--- config.mk ---
export PLATFORM = sky130hd
export DESIGN_NAME = limited_pair_permutation_select
export DESIGN_NICKNAME = d
export VERILOG_FILES = /design/src/rtl/core/lpps_pkg.sv /design/src/rtl/core/limited_pair_permutation_select.sv /design/src/rtl/core/lpps_front.sv /design/src/rtl/core/lpps_slot.sv
export SDC_FILE = /design/constraint.sdc
export NUM_CORES = 2
export LEC_CHECK = 0
export BUFFER_PORTS_ARGS = -buffer_cell sky130_fd_sc_hd__buf_2
export CORE_MARGIN = 5
export CORE_UTILIZATION = 60
export DETAILED_ROUTE_END_ITERATION = 10
export GPL_ROUTABILITY_DRIVEN = 1
export HOLD_SLACK_MARGIN = 0.03
export PLACE_DENSITY = 0.89
export RECOVER_POWER = 25
export SETUP_SLACK_MARGIN = 0.05
export SLEW_MARGIN = 20
export SYNTH_ARGS = -nofsm -noshare
export SYNTH_HDL_FRONTEND = slang
export SYNTH_SLANG_ARGS = --single-unit
export TNS_END_PERCENT = 100
--- constraint.sdc ---
create_clock -name clk -period 9.7 [get_ports clk]
set_input_delay 0.485 -clock clk [delete_from_list [all_inputs] [get_ports clk]]
set_output_delay 0.485 -clock clk [all_outputs]
set_load 0.005 [all_outputs]
--- src/rtl/core/lpps_pkg.sv ---
// shared types and constants for the limited pair permutation select block
package lpps_pkg;

    localparam int NUM_PAIRS      = 4;
    localparam int COUNT_BITS_DEF = 24;

    // reach is kept as reach+1: 0 means no slot reachable, 1..4 means slot 0..3
    localparam logic [2:0] REACH_NONE  = 3'd0;
    // running best reach at the start of a slot scan (slot 5 in plain terms)
    localparam logic [2:0] REACH_START = 3'd6;

    // control fields that travel down the selection pipeline
    typedef struct packed {
        logic [NUM_PAIRS-1:0][2:0] reach;
        logic [NUM_PAIRS-1:0]      placed;
        logic [NUM_PAIRS-1:0][1:0] slot;
        logic                      found;
    } sel_t;

endpackage

--- src/rtl/core/limited_pair_permutation_select.sv ---
// top level of the limited pair permutation select pipeline
//
//  channel  | handshake            | payload
//  ---------+----------------------+---------------------------------------------
//  input    | in_valid / in_stall  | count_a0..3, count_b0..3, limit0..3
//  output   | out_valid / out_stall| slot0_pair..slot3_pair, found
//
// five register stages: totals and reach, then one stage per slot
// one item per cycle sustained while out_stall is low
// each slot stage holds one chained (COUNT_BITS+1)-bit compare scan over the four pairs
// reset clears the stage valid bits only; payload registers are not reset
// a stall holds the output item; bubbles upstream still close up behind it
module limited_pair_permutation_select
    import lpps_pkg::*;
#(
    parameter int COUNT_BITS = COUNT_BITS_DEF
)
(
    input  logic                  clk,
    input  logic                  rst_n,
    input  logic                  in_valid,
    output logic                  in_stall,
    input  logic [COUNT_BITS-1:0] count_a0,
    input  logic [COUNT_BITS-1:0] count_a1,
    input  logic [COUNT_BITS-1:0] count_a2,
    input  logic [COUNT_BITS-1:0] count_a3,
    input  logic [COUNT_BITS-1:0] count_b0,
    input  logic [COUNT_BITS-1:0] count_b1,
    input  logic [COUNT_BITS-1:0] count_b2,
    input  logic [COUNT_BITS-1:0] count_b3,
    input  logic [COUNT_BITS:0]   limit0,
    input  logic [COUNT_BITS:0]   limit1,
    input  logic [COUNT_BITS:0]   limit2,
    input  logic [COUNT_BITS:0]   limit3,
    output logic                  out_valid,
    input  logic                  out_stall,
    output logic [1:0]            slot0_pair,
    output logic [1:0]            slot1_pair,
    output logic [1:0]            slot2_pair,
    output logic [1:0]            slot3_pair,
    output logic                  found
);

    localparam int NSTG = NUM_PAIRS + 1;

    logic [NUM_PAIRS-1:0][COUNT_BITS-1:0] cnt_a;
    logic [NUM_PAIRS-1:0][COUNT_BITS-1:0] cnt_b;
    logic [NUM_PAIRS-1:0][COUNT_BITS:0]   lim;

    logic [NSTG-1:0]                      stg_valid;
    logic [NSTG:0]                        stg_ready;
    sel_t                                 stg_sel [NSTG];
    logic [NUM_PAIRS-1:0][COUNT_BITS:0]   stg_tot [NSTG];

    assign cnt_a = {count_a3, count_a2, count_a1, count_a0};
    assign cnt_b = {count_b3, count_b2, count_b1, count_b0};
    assign lim   = {limit3, limit2, limit1, limit0};

    // ready chain from the output back to the input
    assign stg_ready[NSTG] = !out_stall;
    assign in_stall        = !stg_ready[0];

    // totals and reach
    lpps_front #(
        .COUNT_BITS (COUNT_BITS)
    ) u_front (
        .clk       (clk),
        .rst_n     (rst_n),
        .valid_in  (in_valid),
        .ready_up  (stg_ready[0]),
        .cnt_a     (cnt_a),
        .cnt_b     (cnt_b),
        .lim       (lim),
        .valid_out (stg_valid[0]),
        .ready_dn  (stg_ready[1]),
        .sel_out   (stg_sel[0]),
        .tot_out   (stg_tot[0])
    );

    // one selection stage per slot
    for (genvar s = 0; s < NUM_PAIRS; s++)
    begin : g_slot
        lpps_slot #(
            .COUNT_BITS (COUNT_BITS),
            .SLOT       (s)
        ) u_slot (
            .clk       (clk),
            .rst_n     (rst_n),
            .valid_in  (stg_valid[s]),
            .ready_up  (stg_ready[s+1]),
            .sel_in    (stg_sel[s]),
            .tot_in    (stg_tot[s]),
            .valid_out (stg_valid[s+1]),
            .ready_dn  (stg_ready[s+2]),
            .sel_out   (stg_sel[s+1]),
            .tot_out   (stg_tot[s+1])
        );
    end

    // result ports
    assign out_valid  = stg_valid[NSTG-1];
    assign slot0_pair = stg_sel[NSTG-1].slot[0];
    assign slot1_pair = stg_sel[NSTG-1].slot[1];
    assign slot2_pair = stg_sel[NSTG-1].slot[2];
    assign slot3_pair = stg_sel[NSTG-1].slot[3];
    assign found      = stg_sel[NSTG-1].found;

`ifndef SYNTHESIS
    // a full result is a permutation of the four pairs
    a_found_perm: assert property (@(posedge clk) disable iff (!rst_n)
        (out_valid && found) |-> (stg_sel[NSTG-1].placed == '1))
        else $error("found result does not place every pair");

    a_found_distinct: assert property (@(posedge clk) disable iff (!rst_n)
        (out_valid && found) |-> (slot0_pair != slot1_pair && slot0_pair != slot2_pair
            && slot0_pair != slot3_pair && slot1_pair != slot2_pair
            && slot1_pair != slot3_pair && slot2_pair != slot3_pair))
        else $error("found result repeats a pair");

    // a failed search never fills the last slot
    a_fail_last_zero: assert property (@(posedge clk) disable iff (!rst_n)
        (out_valid && !found) |-> (slot3_pair == 2'd0))
        else $error("failed result has a last slot");

    // an empty output stage means the whole pipeline can take an item
    a_empty_no_stall: assert property (@(posedge clk) disable iff (!rst_n)
        !out_valid |-> !in_stall)
        else $error("input stalled with an empty output stage");
`endif

endmodule

--- src/rtl/core/lpps_front.sv ---
// first pipeline stage: pair totals and per-pair reach from the limits
module lpps_front
    import lpps_pkg::*;
#(
    parameter int COUNT_BITS = COUNT_BITS_DEF
)
(
    input  logic                                  clk,
    input  logic                                  rst_n,
    input  logic                                  valid_in,
    output logic                                  ready_up,
    input  logic [NUM_PAIRS-1:0][COUNT_BITS-1:0]  cnt_a,
    input  logic [NUM_PAIRS-1:0][COUNT_BITS-1:0]  cnt_b,
    input  logic [NUM_PAIRS-1:0][COUNT_BITS:0]    lim,
    output logic                                  valid_out,
    input  logic                                  ready_dn,
    output sel_t                                  sel_out,
    output logic [NUM_PAIRS-1:0][COUNT_BITS:0]    tot_out
);

    logic                               valid_reg;
    sel_t                               sel_reg;
    sel_t                               sel_next;
    logic [NUM_PAIRS-1:0][COUNT_BITS:0] tot_reg;
    logic [NUM_PAIRS-1:0][COUNT_BITS:0] tot_next;
    logic [NUM_PAIRS-1:0][NUM_PAIRS-1:0] pass;

    // stage takes an item when empty or when its item moves on
    assign ready_up = !valid_reg || ready_dn;

    // per-limit pass bits and totals, one bit wider than the counts
    always_comb
    begin
        for (int p = 0; p < NUM_PAIRS; p++)
        begin
            tot_next[p] = {1'b0, cnt_a[p]} + {1'b0, cnt_b[p]};
            for (int s = 0; s < NUM_PAIRS; s++)
            begin
                pass[p][s] = ({1'b0, cnt_a[p]} < lim[s]) && ({1'b0, cnt_b[p]} < lim[s]);
            end
        end
    end

    // reach is the number of leading limits passed
    always_comb
    begin
        sel_next        = '0;
        sel_next.found  = 1'b1;
        for (int p = 0; p < NUM_PAIRS; p++)
        begin
            if (!pass[p][0])
                sel_next.reach[p] = REACH_NONE;
            else if (!pass[p][1])
                sel_next.reach[p] = 3'd1;
            else if (!pass[p][2])
                sel_next.reach[p] = 3'd2;
            else if (!pass[p][3])
                sel_next.reach[p] = 3'd3;
            else
                sel_next.reach[p] = 3'd4;
        end
    end

    // valid bit
    always_ff @(posedge clk or negedge rst_n)
    begin
        if (!rst_n)
            valid_reg <= 1'b0;
        else if (ready_up)
            valid_reg <= valid_in;
    end

    // payload
    always_ff @(posedge clk)
    begin
        if (ready_up && valid_in)
        begin
            sel_reg <= sel_next;
            tot_reg <= tot_next;
        end
    end

    assign valid_out = valid_reg;
    assign sel_out   = sel_reg;
    assign tot_out   = tot_reg;

endmodule

--- src/rtl/core/lpps_slot.sv ---
// one selection stage: picks the pair for a single slot
module lpps_slot
    import lpps_pkg::*;
#(
    parameter int COUNT_BITS = COUNT_BITS_DEF,
    parameter int SLOT       = 0
)
(
    input  logic                                clk,
    input  logic                                rst_n,
    input  logic                                valid_in,
    output logic                                ready_up,
    input  sel_t                                sel_in,
    input  logic [NUM_PAIRS-1:0][COUNT_BITS:0]  tot_in,
    output logic                                valid_out,
    input  logic                                ready_dn,
    output sel_t                                sel_out,
    output logic [NUM_PAIRS-1:0][COUNT_BITS:0]  tot_out
);

    localparam logic [2:0] SLOT_REACH = 3'(SLOT + 1);

    logic                               valid_reg;
    sel_t                               sel_reg;
    sel_t                               sel_next;
    logic [NUM_PAIRS-1:0][COUNT_BITS:0] tot_reg;
    logic [COUNT_BITS:0]                best_tot;
    logic [2:0]                         best_reach;
    logic [1:0]                         best_idx;
    logic                               best_hit;

    assign ready_up = !valid_reg || ready_dn;

    // running-best scan over the pairs, later pair wins a tie
    always_comb
    begin
        best_tot   = '0;
        best_reach = REACH_START;
        best_idx   = '0;
        best_hit   = 1'b0;
        for (int p = 0; p < NUM_PAIRS; p++)
        begin
            if (!sel_in.placed[p] && (sel_in.reach[p] >= SLOT_REACH)
                && (sel_in.reach[p] <= best_reach) && (tot_in[p] >= best_tot))
            begin
                best_tot   = tot_in[p];
                best_reach = sel_in.reach[p];
                best_idx   = 2'(p);
                best_hit   = 1'b1;
            end
        end
    end

    // place the winner, or stop filling once a slot fails
    always_comb
    begin
        sel_next = sel_in;
        if (sel_in.found)
        begin
            if (best_hit)
            begin
                sel_next.slot[SLOT]       = best_idx;
                sel_next.placed[best_idx] = 1'b1;
            end
            else
            begin
                sel_next.found = 1'b0;
            end
        end
    end

    // valid bit
    always_ff @(posedge clk or negedge rst_n)
    begin
        if (!rst_n)
            valid_reg <= 1'b0;
        else if (ready_up)
            valid_reg <= valid_in;
    end

    // payload
    always_ff @(posedge clk)
    begin
        if (ready_up && valid_in)
        begin
            sel_reg <= sel_next;
            tot_reg <= tot_in;
        end
    end

    assign valid_out = valid_reg;
    assign sel_out   = sel_reg;
    assign tot_out   = tot_reg;

endmodule
# Word-level counts from Yosys, hierarchy flattened

Index checks and enable logic that the tools add are counted.
W data, S select, Z words.

Magnitude comparators: 86
Reductions and logical operators: 103
Add/subtract/negate cells: 4
Multiplexer cells: 78
Bitwise logic cells: 2

Operators with widths:

| kind                  | number |
|---|---|
| $lt A24 B25 Y1        | 32 |
| $ge A25 B25 Y1        | 12 |
| $mux W25              | 12 |
| $add A24 B24 Y25      | 4 |
| $ge A25 B1 Y1 const B | 4 |
| $logic_and A1 B1 Y1   | 68 |
| $mux W3               | 16 |
| $le A3 B3 Y1          | 12 |
| $mux W1               | 31 |
| $ge A3 B2 Y1 const B  | 8 |
| $mux W2               | 12 |
| $logic_not A1 Y1      | 19 |
| $mux W4               | 4 |
| $reduce_and A2 Y1     | 7 |
| $ge A3 B1 Y1 const B  | 4 |
| $ge A3 B3 Y1 const B  | 4 |
| $le A3 B3 Y1 const B  | 4 |
| $reduce_and A3 Y1     | 4 |
| $lt A2 B3 Y1 const B  | 3 |
| $or A4 B4 Y4          | 2 |
| $demux W1 S2          | 3 |
| $ge A2 B1 Y1 const B  | 3 |
| $logic_or A1 B1 Y1    | 5 |

Register bits: 489
Input bits: 296
Logic and storage cells: 335
Output and inout bits: 11

# Depth between registers and ports, before layout

Depth after elaboration: 24
Mapped depth: 37
Depth with buffers taken out: 34

# Cells and area by module

From an unflattened synthesis, not the netlist that was laid out.

Cells, all modules: 4748
Area, all modules: 51150.3 µm²

Modules (own cells, without submodules):

| module                          | area an instance (µm²) | cells each | seq. area each (µm²) | times used |
|---|---|---|---|---|
| lpps_front                      | 23924.2                | 2571       | 3388.2               | 1 |
| lpps_slot (g_slot[3].u_slot)    | 7075.5                 | 593        | 3778.6               | 1 |
| lpps_slot (g_slot[2].u_slot)    | 6746.5                 | 516        | 3778.6               | 1 |
| lpps_slot (g_slot[0].u_slot)    | 6707.7                 | 518        | 3778.6               | 1 |
| lpps_slot (g_slot[1].u_slot)    | 6688.9                 | 548        | 3778.6               | 1 |
| limited_pair_permutation_select | 7.5                    | 2          | 0.0                  | 1 |

# Worst setup path after synthesis

OpenSTA, ideal clock, no wires.

Path type: reg-to-reg
Start: register u_front.sel_reg, in the netlist u_front.sel_out[15]
End: register g_slot[0].u_slot.sel_reg, in the netlist g_slot[0].u_slot.sel_out[0] (data pin)
Stages on the path, launching flop included: 34
Slack: 2.294 ns
Buffers on the path: 3
Required time: 9.434 ns
Setup time: 0.266 ns
Arrival time: 7.140 ns
Clock period less this slack: 7.406 ns
Path through: edfxtp_1 and3_1 nor2_1 clkbuf_1 nand2_1 ha_1 a21o_1 a21o_1 a21oi_1 o21ai_0 a21oi_1 o41ai_1 o21ai_1 buf_2 mux2_2 ha_1 a21o_1 a21o_1 a21oi_1 o311ai_0 a21oi_1 a211oi_1 clkbuf_1 mux2_2 ha_1 a21o_1 a21o_1 a21oi_1 o211ai_1 a221oi_1 o31ai_1 a21oi_1 nand2b_1 or3b_1

Cells in the longest elaborated chain, start to end: 17
Elaborated cells on any way between the ends: 27
Those cells by class: 8 x order compare; 11 x mux; 8 x reduce/logical

Ends and longest elaborated chain:

| element                                                 | line             | RTL |
|---|---|---|
| from (decl)                                             | lpps_front.sv:22 | `sel_t sel_reg;` |
| from (signal assigned)                                  | lpps_front.sv:78 | `sel_reg <= sel_next;` |
| branches (longest 15 deep; another with $ge A25 B25 Y1) | n/a              |  |
| $mux W1 *                                               | lpps_slot.sv:43  | `if (!sel_in.placed[p] && (sel_in.reach[p] >= SLOT_REACH)` |
| named net g_slot[0].u_slot.best_hit                     | lpps_slot.sv:30  | `logic best_hit;` |
| $mux W1 *                                               | lpps_slot.sv:60  | `if (best_hit)` |
| to (signal assigned)                                    | lpps_slot.sv:86  | `sel_reg <= sel_next;` |
| to (decl)                                               | lpps_slot.sv:24  | `sel_t sel_reg;` |

Mark *: on every way through the listed nets, which the timed path passes.
A chain may end at the register's enable or synchronous reset.

# Worst setup path after layout

Start: register u_front.sel_reg, in the netlist u_front.sel_out[13]
End: register g_slot[0].u_slot.sel_reg, in the netlist g_slot[0].u_slot.sel_out[0] (data pin)

Same word-level chain as after synthesis.

==> run metrics <==
post-synth top area share=31.2%; clk buf depth=3; largest cells by area after synthesis=ha_1 31%, edfxtp_1 31%, a21o_1 6.5%; DRT antenna net count=0; Global Route met2 Usage=between 50% and 60%; Avg Inst Size Synth=10.3 um^2; Clk Latency, worst-skew pair=560 ps; relative slew slack=between 10% and 20%; Post-synth EDFFs=484; placed insts=~5900; share of flip-flops with an asynchronous set or reset=around 1.0%; 1st-pass router iterations=8; Worst VDD drop=roughly 0.00016 V; die area=83700 um^2; yosys synthesis warning count=0; DRC viols=0; delay-heaviest family, CP=compound AO/OA/AOI/OAI gates; final core occ=between 60% and 70%; Crit path top cell by count=a21oi_1; Yosys top cell by area=ha_1; CP max-delay cell=a211oi_4; Multi-input gate area=30800 um^2; Vias/cell=~6.6; CP Capture Type=register; Fin Setup TNS=0 ps; most common flop cell mapped by yosys=edfxtp_1; PortBufs=~310; post-synthesis sequential area ratio=31.3%; critical path start-end classification=reg2reg; initial antenna violation count=34; layout cells sized above 1=roughly 12%; via count=39200; first-pass GRT wire length=~220 mm; initial core utilization=60.4%; Least-Margin Pin Slew=1330 ps; worst path buffer plus inverter count=3; post-synth design cell area=roughly 47000 um^2; row count=between 100 and 150; Reg2Reg Depth=32; Ports=307; Iter 0 DRT Violations=3648; Fill cells=5994; WP data required=10000 ps; core area=roughly 77000 um^2; vias in the first global route=39000; die height=289 um; placed cell areas=49800 um^2; RSZ-0062 raised after global routing=false; final WL=150 mm; CP max FO=21; CTS tree=yes; CP max stage delay=610 ps; drt wl/cell=25.1 um; Inserted Clock Buffers=42; Final Setup Violations=0; Hold Path Depth=2; CTS sink cnt=489; overall routing resource usage=between 30% and 40%; crit path DAT=9230 ps; fmax=112 MHz; Synth Register Bits=slightly below 500; GR Layer Usage met3=about 4.3%; register area=roughly 15000 um^2; Slew Limit Fails=0; Clk pin slew, worst setup/hold paths=~70 ps; Die Wd=between 200 and 300 um; fin crit share=92.1%; Final nets=6330; post-route cell area=about 50000 um^2; Root Buffer=clkbuf_16; Yosys cell types=83; Worst path depth=32; largest net degree at the start of global routing=85; GRT busiest layer=met2; Hold WS=139 ps; Placer Congestion=1.04; Area growth syn-to-layout=9.61%; Detailed Place HPWL=123 mm; skew final=between 15 and 20 ps; H-tree Lvls=2; M1 GR Usage=43.0%; Cell Pwr Density=~170 nW/um^2; Fin. Hold Viols=0; crit path time final=8930 ps; worst hold path type=in2reg; Syn Inst Count=4532; grt ovf=0; status=completed; type of origin of the critical path=register; Non-Filler Instances=5962; max_cap viols=0; Leak=0.0245 uW
-- flip-flops by register name, indices dropped and copies added (netlist names) --
signal / count
u_front.valid_out: 1
u_front.sel_out: 12
g_slot.u_slot.tot_out: 300
g_slot.u_slot.sel_out: 72
g_slot.u_slot.valid_out: 4
u_front.tot_out: 100
-- cells in the mapped netlist (6+ instances only) --
cell	n
nand2b_1	73
nand2_1	218
a211oi_1	39
o22ai_1	12
nor2b_1	67
o2111ai_1	11
edfxtp_1	484
nor4_1	28
clkbuf_1	45
o21ai_0	194
xnor2_1	60
nor3b_1	6
or2_2	12
a2111oi_0	27
a211o_1	15
o311ai_0	9
or3_1	8
o41ai_1	7
xor2_1	15
nand3_1	43
a31oi_1	29
mux2_2	138
and4_1	17
o211ai_1	30
a21o_1	405
ha_1	1168
a21boi_0	11
inv_1	330
buf_2	14
and3_1	36
o221ai_1	7
nor3_1	55
nand3b_1	33
o31ai_1	34
nor2_1	172
nand4b_1	28
o21bai_1	8
a21oi_1	347
and2_1	20
nand4_1	131
a221oi_1	6
o21a_1	44
-- cell families (layout without fill, tap and decap cells) --
kind of cell	count (synthesis)	after routing	share of synthesized area, %
other	1	30	0.00801
xor gates and xnor gates	75	75	1.40
AOI/OAI and AO/OA	1299	1299	18.4
muxes	139	139	3.34
and+or+nand+nor	967	967	11.0
DFF	489	489	31.3
adders and majority gates	1172	1172	31.4
buffers and inverters	390	751	3.16
-- per-stage QoR --
stage	total power, uW	setup slack [ps]
after detailed placement	7050	1010
final	8890	766
after global routing	9460	311
after global placement	6840	1190
after floorplan	5740	2290
after CTS	8830	928
-- timing repair --
action                    in CTS  in global routing
gates resized for setup        0                  0
setup buffers                  0                  0
hold buffers                   1                  0
hold endpoints to repair       5                  0
-- layout make-up --
cell class	instances	area share (%)
antenna	27	0.132
clock buffer	52	2.25
clock inverter	25	0.573
inverter	330	2.41
multi-input combinational	3655	60.0
sequential	489	28.6
tap	1040	2.54
timing repair buffer	344	3.56
-- worst register-to-register path: cells and delay by family, from the launching register on --
kind                     cells  cell delay (ps)
multiplexers                 2              750
AO/OA/AOI/OAI               16             3640
flip-flops                   1              460
AND/OR/NAND/NOR              8             1890
buffers and inverters        3             1040
adder cells (fa/ha/maj)      3              910
-- routing by layer --
layer	share of wire [%]	up-vias
met5	0.043	-
met4	8.6	10
met3	7.3	521
met2	46	1938
met1	38	18600
li1	-	18200
-- power breakdown --
group / switching, uW / total [uW] / internal (uW)
Clock: 733 / 1740 / 1010
Sequential: 291 / 3120 / 2830
Combinational: 2330 / 4030 / 1700
Total: 3350 / 8890 / 5530
-- cell usage in the layout (no fill, tap or decap), types with 29 or more instances in the layout --
cell | netlist | routed
nand3b_1 | 33 | 33
a211oi_1 | 39 | 37
buf_2 | 14 | 301
nand2b_1 | 73 | 73
nand3_1 | 43 | 43
a31oi_1 | 29 | 29
a21o_1 | 405 | 405
nor2b_1 | 67 | 66
a21oi_1 | 347 | 346
o211ai_1 | 30 | 30
buf_4 | 0 | 36
and3_1 | 36 | 36
o31ai_1 | 34 | 33
inv_1 | 330 | 330
o21ai_0 | 194 | 193
clkbuf_16 | 0 | 45
nand2_1 | 218 | 218
ha_1 | 1168 | 1168
mux2_2 | 138 | 138
nor2_1 | 172 | 171
nand4_1 | 131 | 131
o21a_1 | 44 | 44
xnor2_1 | 60 | 60
edfxtp_1 | 484 | 484
nor3_1 | 55 | 54
-- path summary, 6_finish.rpt --
check / from / end / slack, ps
min: in_valid / u_front.valid_out / 140
min in group asynchronous: rst_n / u_front.valid_out / 330
min reg2reg: g_slot[2].u_slot.sel_out[3] / g_slot[3].u_slot.sel_out[3] / 420
max: u_front.sel_out[13] / g_slot[0].u_slot.sel_out[0] / 770
max in group asynchronous: rst_n / g_slot[1].u_slot.valid_out / 9160
max reg2reg: u_front.sel_out[13] / g_slot[0].u_slot.sel_out[0] / 770
No activity file was read; power rests on OpenSTA's default activity.
